<file path="config.mk">
export PLATFORM = sky130hd
export DESIGN_NAME = lookahead_first_order_iir_unit
export DESIGN_NICKNAME = d
export VERILOG_FILES = /design/src/rtl/laiir_pkg.sv /design/src/rtl/lookahead_first_order_iir_unit.sv /design/src/rtl/laiir_coef.sv /design/src/rtl/laiir_datapath.sv
export SDC_FILE = /design/constraint.sdc
export NUM_CORES = 2
export LEC_CHECK = 0
export BUFFER_PORTS_ARGS = -buffer_cell sky130_fd_sc_hd__buf_2
export CORE_UTILIZATION = 67
export DETAILED_ROUTE_END_ITERATION = 10
export PLACE_DENSITY = 0.8
export SETUP_SLACK_MARGIN = 0.05
export SYNTH_ARGS = -nofsm -noshare
export SYNTH_HDL_FRONTEND = slang
export SYNTH_HIERARCHICAL = 1
export SYNTH_SLANG_ARGS = --single-unit
</file>
<file path="constraint.sdc">
create_clock -name clk -period 7.9 [get_ports clk]
set_input_delay 0.79 -clock clk [delete_from_list [all_inputs] [get_ports clk]]
set_output_delay 0.79 -clock clk [all_outputs]
set_load 0.1 [all_outputs]
</file>
<file path="src/rtl/laiir_pkg.sv">
// ----------------------------------------------------------------------------
// laiir_pkg
// Shared widths, register indexes, reset coefficients and the coefficient
// bundle for the look-ahead first-order IIR filter.
// ----------------------------------------------------------------------------
package laiir_pkg;

	// sample and coefficient format, Q1.FRAC_W
	localparam int DATA_W = 11;
	localparam int FRAC_W = DATA_W - 1;
	// derived coefficients need one more bit than the programmed ones
	localparam int COEF_W = DATA_W + 1;
	// width of the numerator and feedback terms
	localparam int ACC_W  = DATA_W + 3;
	// raw product widths
	localparam int PROD_W  = 2 * DATA_W;
	localparam int WPROD_W = DATA_W + COEF_W;
	// configuration index width
	localparam int IDX_W  = 2;

	// register indexes
	localparam logic [IDX_W-1:0] REG_B0 = IDX_W'(0);
	localparam logic [IDX_W-1:0] REG_B1 = IDX_W'(1);
	localparam logic [IDX_W-1:0] REG_A1 = IDX_W'(2);

	// coefficients after reset
	localparam int B0_RESET = 430;
	localparam int B1_RESET = 430;
	localparam int A1_RESET = -163;
	localparam int C0_RESET = B1_RESET - ((A1_RESET * B0_RESET) >>> FRAC_W);
	localparam int C1_RESET = (A1_RESET * B1_RESET) >>> FRAC_W;
	localparam int C2_RESET = (A1_RESET * A1_RESET) >>> FRAC_W;

	// coefficients as the datapath uses them
	typedef struct packed {
		logic signed [DATA_W-1:0] b0;
		logic signed [COEF_W-1:0] c0;
		logic signed [COEF_W-1:0] c1;
		logic signed [COEF_W-1:0] c2;
	} laiir_coef_t;

endpackage

</file>
<file path="src/rtl/lookahead_first_order_iir_unit.sv">
// ----------------------------------------------------------------------------
// lookahead_first_order_iir_unit
// First-order IIR filter in look-ahead pipelined form with saturated output.
// ----------------------------------------------------------------------------
// Usage
//   Input channel (in_valid/in_ready, sample_in): one signed sample per beat.
//   Output channel (out_valid/out_ready, sample_out): one filtered sample per
//   input beat, in order.
//   Configuration: cfg_we writes cfg_data into register cfg_index
//   (0 b0, 1 b1, 2 a1); index 3 is ignored. Write only while the filter is
//   idle; derived look-ahead coefficients are formed in the same cycle.
//   Output: each accepted beat loads the filter output y into sample_out;
//   a sample's b0 term passes b0d0_q, b0d1_q and sum_q before it reaches y.
//   Throughput: one sample per cycle while out_ready holds high; the output
//   register is the only stage between the channels, so in_ready stays high
//   while the receiver takes each result.
//   Stall: while out_ready is low with a result waiting, in_ready drops and
//   the result holds; no beat is lost.
//   Reset: arst_n clears filter state and the output valid flag and loads the
//   default coefficients (b0 = b1 = 430, a1 = -163).
// ----------------------------------------------------------------------------
module lookahead_first_order_iir_unit
	import laiir_pkg::*;
(
	input  logic                     clk,
	input  logic                     arst_n,
	input  logic                     in_valid,
	output logic                     in_ready,
	input  logic signed [DATA_W-1:0] sample_in,
	output logic                     out_valid,
	input  logic                     out_ready,
	output logic signed [DATA_W-1:0] sample_out,
	input  logic                     cfg_we,
	input  logic [IDX_W-1:0]         cfg_index,
	input  logic [DATA_W-1:0]        cfg_data
);

	laiir_coef_t              coef;
	logic                     in_beat;
	logic signed [DATA_W-1:0] y;
	logic                     out_valid_q;
	logic signed [DATA_W-1:0] sample_out_q;

	// coefficient registers
	laiir_coef u_coef (
		.clk       (clk),
		.arst_n    (arst_n),
		.cfg_we    (cfg_we),
		.cfg_index (cfg_index),
		.cfg_data  (cfg_data),
		.coef      (coef)
	);

	// filter state
	laiir_datapath u_datapath (
		.clk    (clk),
		.arst_n (arst_n),
		.step   (in_beat),
		.x      (sample_in),
		.coef   (coef),
		.y      (y)
	);

	// handshake
	assign in_ready = !out_valid_q || out_ready;
	assign in_beat  = in_valid && in_ready;

	// output register
	always_ff @(posedge clk or negedge arst_n) begin
		if (!arst_n) begin
			out_valid_q <= 1'b0;
		end else if (in_ready) begin
			out_valid_q <= in_valid;
		end
	end

	always_ff @(posedge clk) begin
		if (in_beat) begin
			sample_out_q <= y;
		end
	end

	assign out_valid  = out_valid_q;
	assign sample_out = sample_out_q;

`ifndef SYNTHESIS
	// every accepted beat leaves a result waiting
	a_beat_out: assert property (@(posedge clk) disable iff (!arst_n)
		in_valid && in_ready |=> out_valid)
		else $error("accepted beat produced no result");

	// a result leaves only when taken
	a_drop: assert property (@(posedge clk) disable iff (!arst_n)
		$fell(out_valid) |-> $past(out_ready))
		else $error("result dropped without being taken");

	// a waiting result is replaced only by a new beat
	a_replace: assert property (@(posedge clk) disable iff (!arst_n)
		out_valid && out_ready && !in_valid |=> !out_valid)
		else $error("result repeated");
`endif

endmodule

</file>
<file path="src/rtl/laiir_coef.sv">
// ----------------------------------------------------------------------------
// laiir_coef
// Coefficient registers with look-ahead coefficients derived at write time,
// so the sample path never chains two multiplications.
// ----------------------------------------------------------------------------
module laiir_coef
	import laiir_pkg::*;
(
	input  logic              clk,
	input  logic              arst_n,
	input  logic              cfg_we,
	input  logic [IDX_W-1:0]  cfg_index,
	input  logic [DATA_W-1:0] cfg_data,
	output laiir_coef_t       coef
);

	logic signed [DATA_W-1:0] b0_q, b1_q, a1_q;
	logic signed [COEF_W-1:0] c0_q, c1_q, c2_q;
	logic signed [DATA_W-1:0] nb0, nb1, na1;
	logic signed [PROD_W-1:0] p_ab0, p_ab1, p_aa;
	logic signed [COEF_W-1:0] c0_next, c1_next, c2_next;

	// programmed values as they stand after this write
	always_comb begin
		nb0 = b0_q;
		nb1 = b1_q;
		na1 = a1_q;
		case (cfg_index)
			REG_B0: nb0 = cfg_data;
			REG_B1: nb1 = cfg_data;
			REG_A1: na1 = cfg_data;
			default: ;
		endcase
	end

	// derived look-ahead coefficients
	assign p_ab0   = na1 * nb0;
	assign p_ab1   = na1 * nb1;
	assign p_aa    = na1 * na1;
	assign c0_next = COEF_W'(nb1) - COEF_W'(p_ab0 >>> FRAC_W);
	assign c1_next = COEF_W'(p_ab1 >>> FRAC_W);
	assign c2_next = COEF_W'(p_aa >>> FRAC_W);

	// coefficient registers
	always_ff @(posedge clk or negedge arst_n) begin
		if (!arst_n) begin
			b0_q <= DATA_W'(B0_RESET);
			b1_q <= DATA_W'(B1_RESET);
			a1_q <= DATA_W'(A1_RESET);
			c0_q <= COEF_W'(C0_RESET);
			c1_q <= COEF_W'(C1_RESET);
			c2_q <= COEF_W'(C2_RESET);
		end else if (cfg_we) begin
			b0_q <= nb0;
			b1_q <= nb1;
			a1_q <= na1;
			c0_q <= c0_next;
			c1_q <= c1_next;
			c2_q <= c2_next;
		end
	end

	assign coef.b0 = b0_q;
	assign coef.c0 = c0_q;
	assign coef.c1 = c1_q;
	assign coef.c2 = c2_q;

endmodule

</file>
<file path="src/rtl/laiir_datapath.sv">
// ----------------------------------------------------------------------------
// laiir_datapath
// Filter state and delay chain; advances by one sample on each accepted beat
// and presents the saturated output for that beat.
// ----------------------------------------------------------------------------
module laiir_datapath
	import laiir_pkg::*;
(
	input  logic                     clk,
	input  logic                     arst_n,
	input  logic                     step,
	input  logic signed [DATA_W-1:0] x,
	input  laiir_coef_t              coef,
	output logic signed [DATA_W-1:0] y
);

	localparam logic signed [DATA_W:0] Y_MAX = (DATA_W+1)'((1 << (DATA_W - 1)) - 1);
	localparam logic signed [DATA_W:0] Y_MIN = -(DATA_W+1)'(1 << (DATA_W - 1));

	logic signed [DATA_W-1:0]  p0_q, p1_q, last_q;
	logic signed [ACC_W-1:0]   b0d0_q, b0d1_q, c0p_q, c1p_q, diff_q, sum_q, fb_q;
	logic signed [PROD_W-1:0]  b0_prod;
	logic signed [WPROD_W-1:0] c0_prod, c1_prod, fb_prod;
	logic signed [ACC_W:0]     y_wide;

	// products for this beat, one multiplier each
	assign b0_prod = coef.b0 * x;
	assign c0_prod = coef.c0 * p0_q;
	assign c1_prod = coef.c1 * p1_q;
	assign fb_prod = coef.c2 * last_q;

	// output from the delayed feedback and numerator terms, saturated
	assign y_wide = (ACC_W+1)'(fb_q) + (ACC_W+1)'(sum_q);
	always_comb begin
		if (y_wide > (ACC_W+1)'(Y_MAX))
			y = DATA_W'(Y_MAX);
		else if (y_wide < (ACC_W+1)'(Y_MIN))
			y = DATA_W'(Y_MIN);
		else
			y = DATA_W'(y_wide);
	end

	// state and delay chain
	always_ff @(posedge clk or negedge arst_n) begin
		if (!arst_n) begin
			p0_q   <= '0;
			p1_q   <= '0;
			last_q <= '0;
			b0d0_q <= '0;
			b0d1_q <= '0;
			c0p_q  <= '0;
			c1p_q  <= '0;
			diff_q <= '0;
			sum_q  <= '0;
			fb_q   <= '0;
		end else if (step) begin
			p0_q   <= x;
			p1_q   <= p0_q;
			last_q <= y;
			b0d0_q <= ACC_W'(b0_prod >>> FRAC_W);
			b0d1_q <= b0d0_q;
			c0p_q  <= ACC_W'(c0_prod >>> FRAC_W);
			c1p_q  <= ACC_W'(c1_prod >>> FRAC_W);
			diff_q <= c0p_q - c1p_q;
			sum_q  <= b0d1_q + diff_q;
			fb_q   <= ACC_W'(fb_prod >>> FRAC_W);
		end
	end

`ifndef SYNTHESIS
	// state holds between beats
	a_hold: assert property (@(posedge clk) disable iff (!arst_n)
		!step |=> $stable(last_q) && $stable(p0_q) && $stable(sum_q))
		else $error("filter state moved without a beat");

	// input delay line shifts by one on each beat
	a_shift: assert property (@(posedge clk) disable iff (!arst_n)
		step |=> p1_q == $past(p0_q) && p0_q == $past(x))
		else $error("input delay line out of step");

	// fed-back output is the one just presented
	a_feedback: assert property (@(posedge clk) disable iff (!arst_n)
		step |=> last_q == $past(y))
		else $error("feedback sample mismatch");
`endif

endmodule
</file>
### Word-level counts from Yosys, hierarchy flattened

Index checks and enable logic that the tools add are counted.

* flip-flop bits (word level): 205
* output and inout bits: 13
* logic and storage cells: 42
* input port bits: 29

* order comparisons: 2
* reductions and logical operators: 4
* add/subtract/negate cells: 4
* $mul: 7
* multiplexer cells: 5
* equality and inequality tests: 2

Operator list (number)
* multiplier 11 x 11 -> 22 bit: 4
* multiplier 12 x 11 -> 23 bit: 3
* 2-to-1 mux 11 bit: 5
* adder 13 x 14 -> 15 bit: 1
* > comparator 15 x 11 -> 1 bit, second input constant: 1
* < comparator 15 x 11 -> 1 bit, second input constant: 1
* adder 12 x 14 -> 14 bit: 1
* subtractor 13 x 13 -> 14 bit: 1
* subtractor 11 x 12 -> 12 bit: 1
* == test 2 x 1 -> 1 bit, second input constant: 1
* == test 2 bit, second input constant: 1
* zero test 2 bit: 1
* logical AND 1 bit: 1
* zero test 1 bit: 1
* logical OR 1 bit: 1

### Depth between registers and ports, before layout

* depth in word-level cells: 4
* mapped depth: 32
* mapped depth without buffers: 29

### By module

The synthesis kept the hierarchy.

By module, submodules not included
* laiir_datapath: area an instance 25224.2 um^2, sequential area each 3103.0 um^2, times used 1, cells each 2662
* laiir_coef: area an instance 15840.2 um^2, sequential area each 1776.7 um^2, times used 1, cells each 1699
* lookahead_first_order_iir_unit: area an instance 384.1 um^2, sequential area each 355.3 um^2, times used 1, cells each 15

### Least setup slack after synthesis

OpenSTA, ideal clock, no wires.

* path kind: input to register
* start: input cfg_index[1]
* end: register u_coef.c0_q[10]
* buffers on the path: 1
* arrival time: 8151 ps
* setup slack: -397 ps
* required time: 7754 ps
* cell stages on the path: 28
* library setup time: 146 ps
* cell sequence: nor2_1 clkbuf_1 mux2_2 nand2_1 fa_1 fa_1 fa_1 inv_1 fa_1 inv_1 fa_1 inv_1 ha_1 a21oi_1 a21boi_0 or2_2 a21boi_0 xnor2_1 inv_1 fa_1 nor2b_1 o21ai_0 a21boi_0 o21ai_0 a21boi_0 o211ai_1 nand4_1 or4b_2

* longest elaborated chain between the ends: 4
* elaborated cells between the ends (all ways): 8
* those cells by class: add/sub (1); mul (1); eq/ne (2); mux (3); reduce/logical (1)

Ends and longest elaborated chain
* from (decl): line lookahead_first_order_iir_unit.sv:34 `input logic [IDX_W-1:0] cfg_index,`
* == test 2 bit / zero test 2 bit (equally long branches): line laiir_coef.sv:28 `case (cfg_index)`
* 2-to-1 mux 11 bit: line laiir_coef.sv:28
* multiplier 11 x 11 -> 22 bit: line laiir_coef.sv:37 `assign p_ab0 = na1 * nb0;`
* subtractor 11 x 12 -> 12 bit *: line laiir_coef.sv:40 `assign c0_next = COEF_W'(nb1) - COEF_W'(p_ab0 >>> FRAC_W);`
* to (signal assigned): line laiir_coef.sv:50 `c0_q <= COEF_W'(C0_RESET);`
* to (signal assigned): line laiir_coef.sv:57 `c0_q <= c0_next;`
* to (decl): line laiir_coef.sv:18 `logic signed [COEF_W-1:0] c0_q, c1_q, c2_q;`

Every way passes the cells marked *; elsewhere a longest branch is shown, timed or not.
A chain may end at the register's enable or synchronous reset.

### Worst setup path after layout

* start: register u_coef.b0_q[2]
* end: register u_coef.c0_q[10]

* longest elaborated chain between the ends: 3

Ends and longest elaborated chain
* from (decl): line laiir_coef.sv:17 `logic signed [DATA_W-1:0] b0_q, b1_q, a1_q;`
* from (signal assigned): line laiir_coef.sv:47 `b0_q <= DATA_W'(B0_RESET);`
* from (signal assigned): line laiir_coef.sv:54 `b0_q <= nb0;`
* 2-to-1 mux 11 bit: line laiir_coef.sv:28
* multiplier 11 x 11 -> 22 bit: line laiir_coef.sv:37
* subtractor 11 x 12 -> 12 bit: line laiir_coef.sv:40

Every way passes these cells.

==> results.md <==
* Top delay family on crit path: adder cells
* Clock sinks at 205
* First-pass GRT wire length at 164000 µm
* Initial drt markers at 2042
* Setup CP Type: reg -> reg
* Maximum fanout along the worst path at 14
* Fin. max-slew vios at 0
* Filler instances at 4508
* DR WL/cell at 18.9 µm
* Die footprint at 62900 µm²
* DR WL met3 at 7340 µm
* DP HPWL at 79600 µm
* Placer Congestion at 0.946
* F_max at 137 MHz
* Worst-margin pin slew at 997 ps
* Nets@finish at 5608
* Slowest library cell on the worst path: dfstp_2
* Initial antenna violation count at 2
* Core Rows at 90
* Mapped Cells at 4376
* Die height at 251 µm
* Syn nets at 5598
* Final setup fails at 0
* RSZ-0062 raised after global routing: no
* Clk Latency, worst-skew pair at 590 ps
* Seq cells post-synth at 205
* Post-CTS Resized at 0
* Hold Fails Final Rpt at 0
* Top-area cell type share of the netlist area at 0.398
* Final Cycle Share at 0.927
* GRT Resource Usage Total at 0.332
* DRC Markers at 0
* Max Cap Violations at 0
* Cell taking the most area after synthesis: fa_1
* Longest Clk Path Bufs at 3
* Element type at the critical path end: register
* Initial core utilization at 0.683
* Hold Path Class: in -> async
* Vias at 29600
* Total setup buffers inserted after CTS at 0
* Largest net degree at the start of global routing at 84
* Critical Path RT at 8340 ps
* Mapped Area at 41400 µm²
* Clk slew on worst S/H paths at 70 ps
* Distinct cells, synth at 81
* Total CTS buffers at 25
* Met1 Routed Length at 39800 µm
* Clock Tree Root: clkbuf_16
* Number of global-route vias before repair at 32100
* Via-per-instance ratio at 5.70
* Clock Skew at 18.2 ps
* Yosys warns at 6
* Die width at 251 µm
* Sequential share of the synthesized area at 0.126
* Antenna-violating nets left at 0
* Outcome: finished clean
* CP peak stage delay at 730 ps
* CTS tree: done
* Min cycle time layout at 7320 ps
* Slew HR at 0.335
* Synth-to-layout area growth at 5.39%
* Synth Area per Inst at 9.47 µm²
* Hold buffer count at CTS at 0
* Core area at 60700 µm²
* Crit path DAT at 7770 ps
* Highest routed layer: met5
* Setup TNS at 0 ps
* Cell mode on critical path: fa_1
* # IOs at 42
* Buffers and inverters on the worst path at 5
* Post-synth ARST share at 0.946
* Antenna cells at 0
* Port Buffers at 41
* Top_reg_cell synth: dfrtp_1
* Total grt overflow at 0
* Share of layout cells above drive strength 1 at 0.0881
* Synth area leaders: fa_1 40%, ha_1 11%, dfrtp_1 9.3%, inv_1 8.9%, nand2_1 4.2%
* H-Tree Depth at 1
* Met2 routed WL at 47000 µm
* Post-synth EDFFs at 11
* Crit path launch type: register
* Final wirelength at 97800 µm
* Drt pass-1 iters at 7
[cells in the final DEF, fill, tap and decap left out, types with 34 or more instances in the layout]
master,n
buf_4,104
nand3_1,34
inv_1,988
buf_2,39
dfstp_2,40
and2_1,221
o21ai_0,65
nand2_1,467
dfrtp_1,154
mux2_2,122
xor2_1,40
ha_1,370
nor2_1,290
fa_1,823
a21oi_1,126
xnor2_1,130
[cell usage after synthesis, types with 4 or more instances]
cell	n
a2111oi_0	5
a211oi_1	12
o21a_1	16
nand4_1	9
a21o_1	17
mux2i_1	31
o2111ai_1	5
xor2_1	40
and2_1	221
or2_2	6
o2bb2ai_1	5
nor2b_1	14
buf_1	4
nand2b_1	26
o21ai_0	65
o211ai_1	17
or3_1	13
nor2_1	291
fa_1	823
and3_1	15
o21bai_1	10
dfstp_2	40
o31ai_1	17
nor3_1	25
nand2_1	467
clkinv_1	9
mux2_2	122
dfrtp_1	154
edfxtp_1	11
clkbuf_1	152
inv_1	988
nand3_1	34
ha_1	370
a21boi_0	7
a31oi_1	10
o21ai_2	5
xnor2_1	130
a21oi_1	126
[final timing paths]
| path | from | to | slack [ps] | cells after the start |
|---|---|---|---|---|
| max | u_coef/b0_q[2]$_DFFE_PN1P_ | u_coef/c0_q[10]$_DFFE_PN0P_ | 580 | 27 |
| min | arst_n | u_datapath/b0d0_q[4]$_DFFE_PN0P_ | 220 | 1 |
| max reg2reg | u_coef/b0_q[2]$_DFFE_PN1P_ | u_coef/c0_q[10]$_DFFE_PN0P_ | 580 | 27 |
| min reg2reg | u_datapath/b0d0_q[1]$_DFFE_PN0P_ | u_datapath/b0d1_q[1]$_DFFE_PN0P_ | 500 | 2 |
| max in group asynchronous | arst_n | u_coef/c1_q[2]$_DFFE_PN0P_ | 6420 | 2 |
| min in group clk | in_valid | out_valid$_DFFE_PN0P_ | 420 | 2 |
[flip-flops by register name, summed over array words and instances (netlist names), 12 cells and up]
signal             count
u_datapath/c0p_q      13
u_datapath/sum_q      14
u_datapath/c1p_q      13
u_datapath/diff_q     14
u_coef/c1_q           12
u_coef/c2_q           12
u_datapath/fb_q       13
u_datapath/b0d1_q     12
u_datapath/b0d0_q     12
u_coef/c0_q           12
[final cells by class]
| cell class | instances | area, µm² | area share |
|---|---|---|---|
| clock inverter | 17 | 225 | 0.00516 |
| inverter | 997 | 3740 | 0.0857 |
| timing repair buffer | 144 | 990 | 0.0227 |
| clock buffer | 29 | 661 | 0.0151 |
| sequential | 205 | 5240 | 0.120 |
| tap | 782 | 978 | 0.0224 |
| multi-input combinational | 3013 | 31900 | 0.729 |
[stage by stage]
step | setup WS [ps] | cells | hold slack [ps] | utilization | area (µm²)
after CTS | 593 | 5187 | 225 | 0.720 | 43700
after floorplan | 90.2 | 4376 | 449 | - | 41500
final | 575 | 5187 | 216 | 0.720 | 43700
after global placement | 137 | 5141 | 464 | 0.705 | 42800
after detailed placement | 48.4 | 5141 | 489 | 0.705 | 42800
after global routing | 130 | 5187 | 260 | 0.720 | 43700
[metal layers]
metal	up-vias	track usage
met4	2	0.114
met3	214	0.0519
met1	15000	0.443
met2	1123	0.554
met5	-	0
li1	13300	-
[logic make-up (layout without fill, tap and decap cells)]
kind of cell / after synthesis / in the layout / synth area share
DFF: 205 / 205 / 0.126
buffers and inverters: 1158 / 1187 / 0.106
and+or+nand+nor: 1140 / 1140 / 0.126
AOI/OAI and AO/OA: 355 / 355 / 0.0555
muxes: 154 / 154 / 0.0410
xor gates and xnor gates: 171 / 171 / 0.0365
adders and majority gates: 1193 / 1193 / 0.509
Power is not shown: default switching activity piles up to over one toggle a cycle in this logic, so the estimate is an artifact.
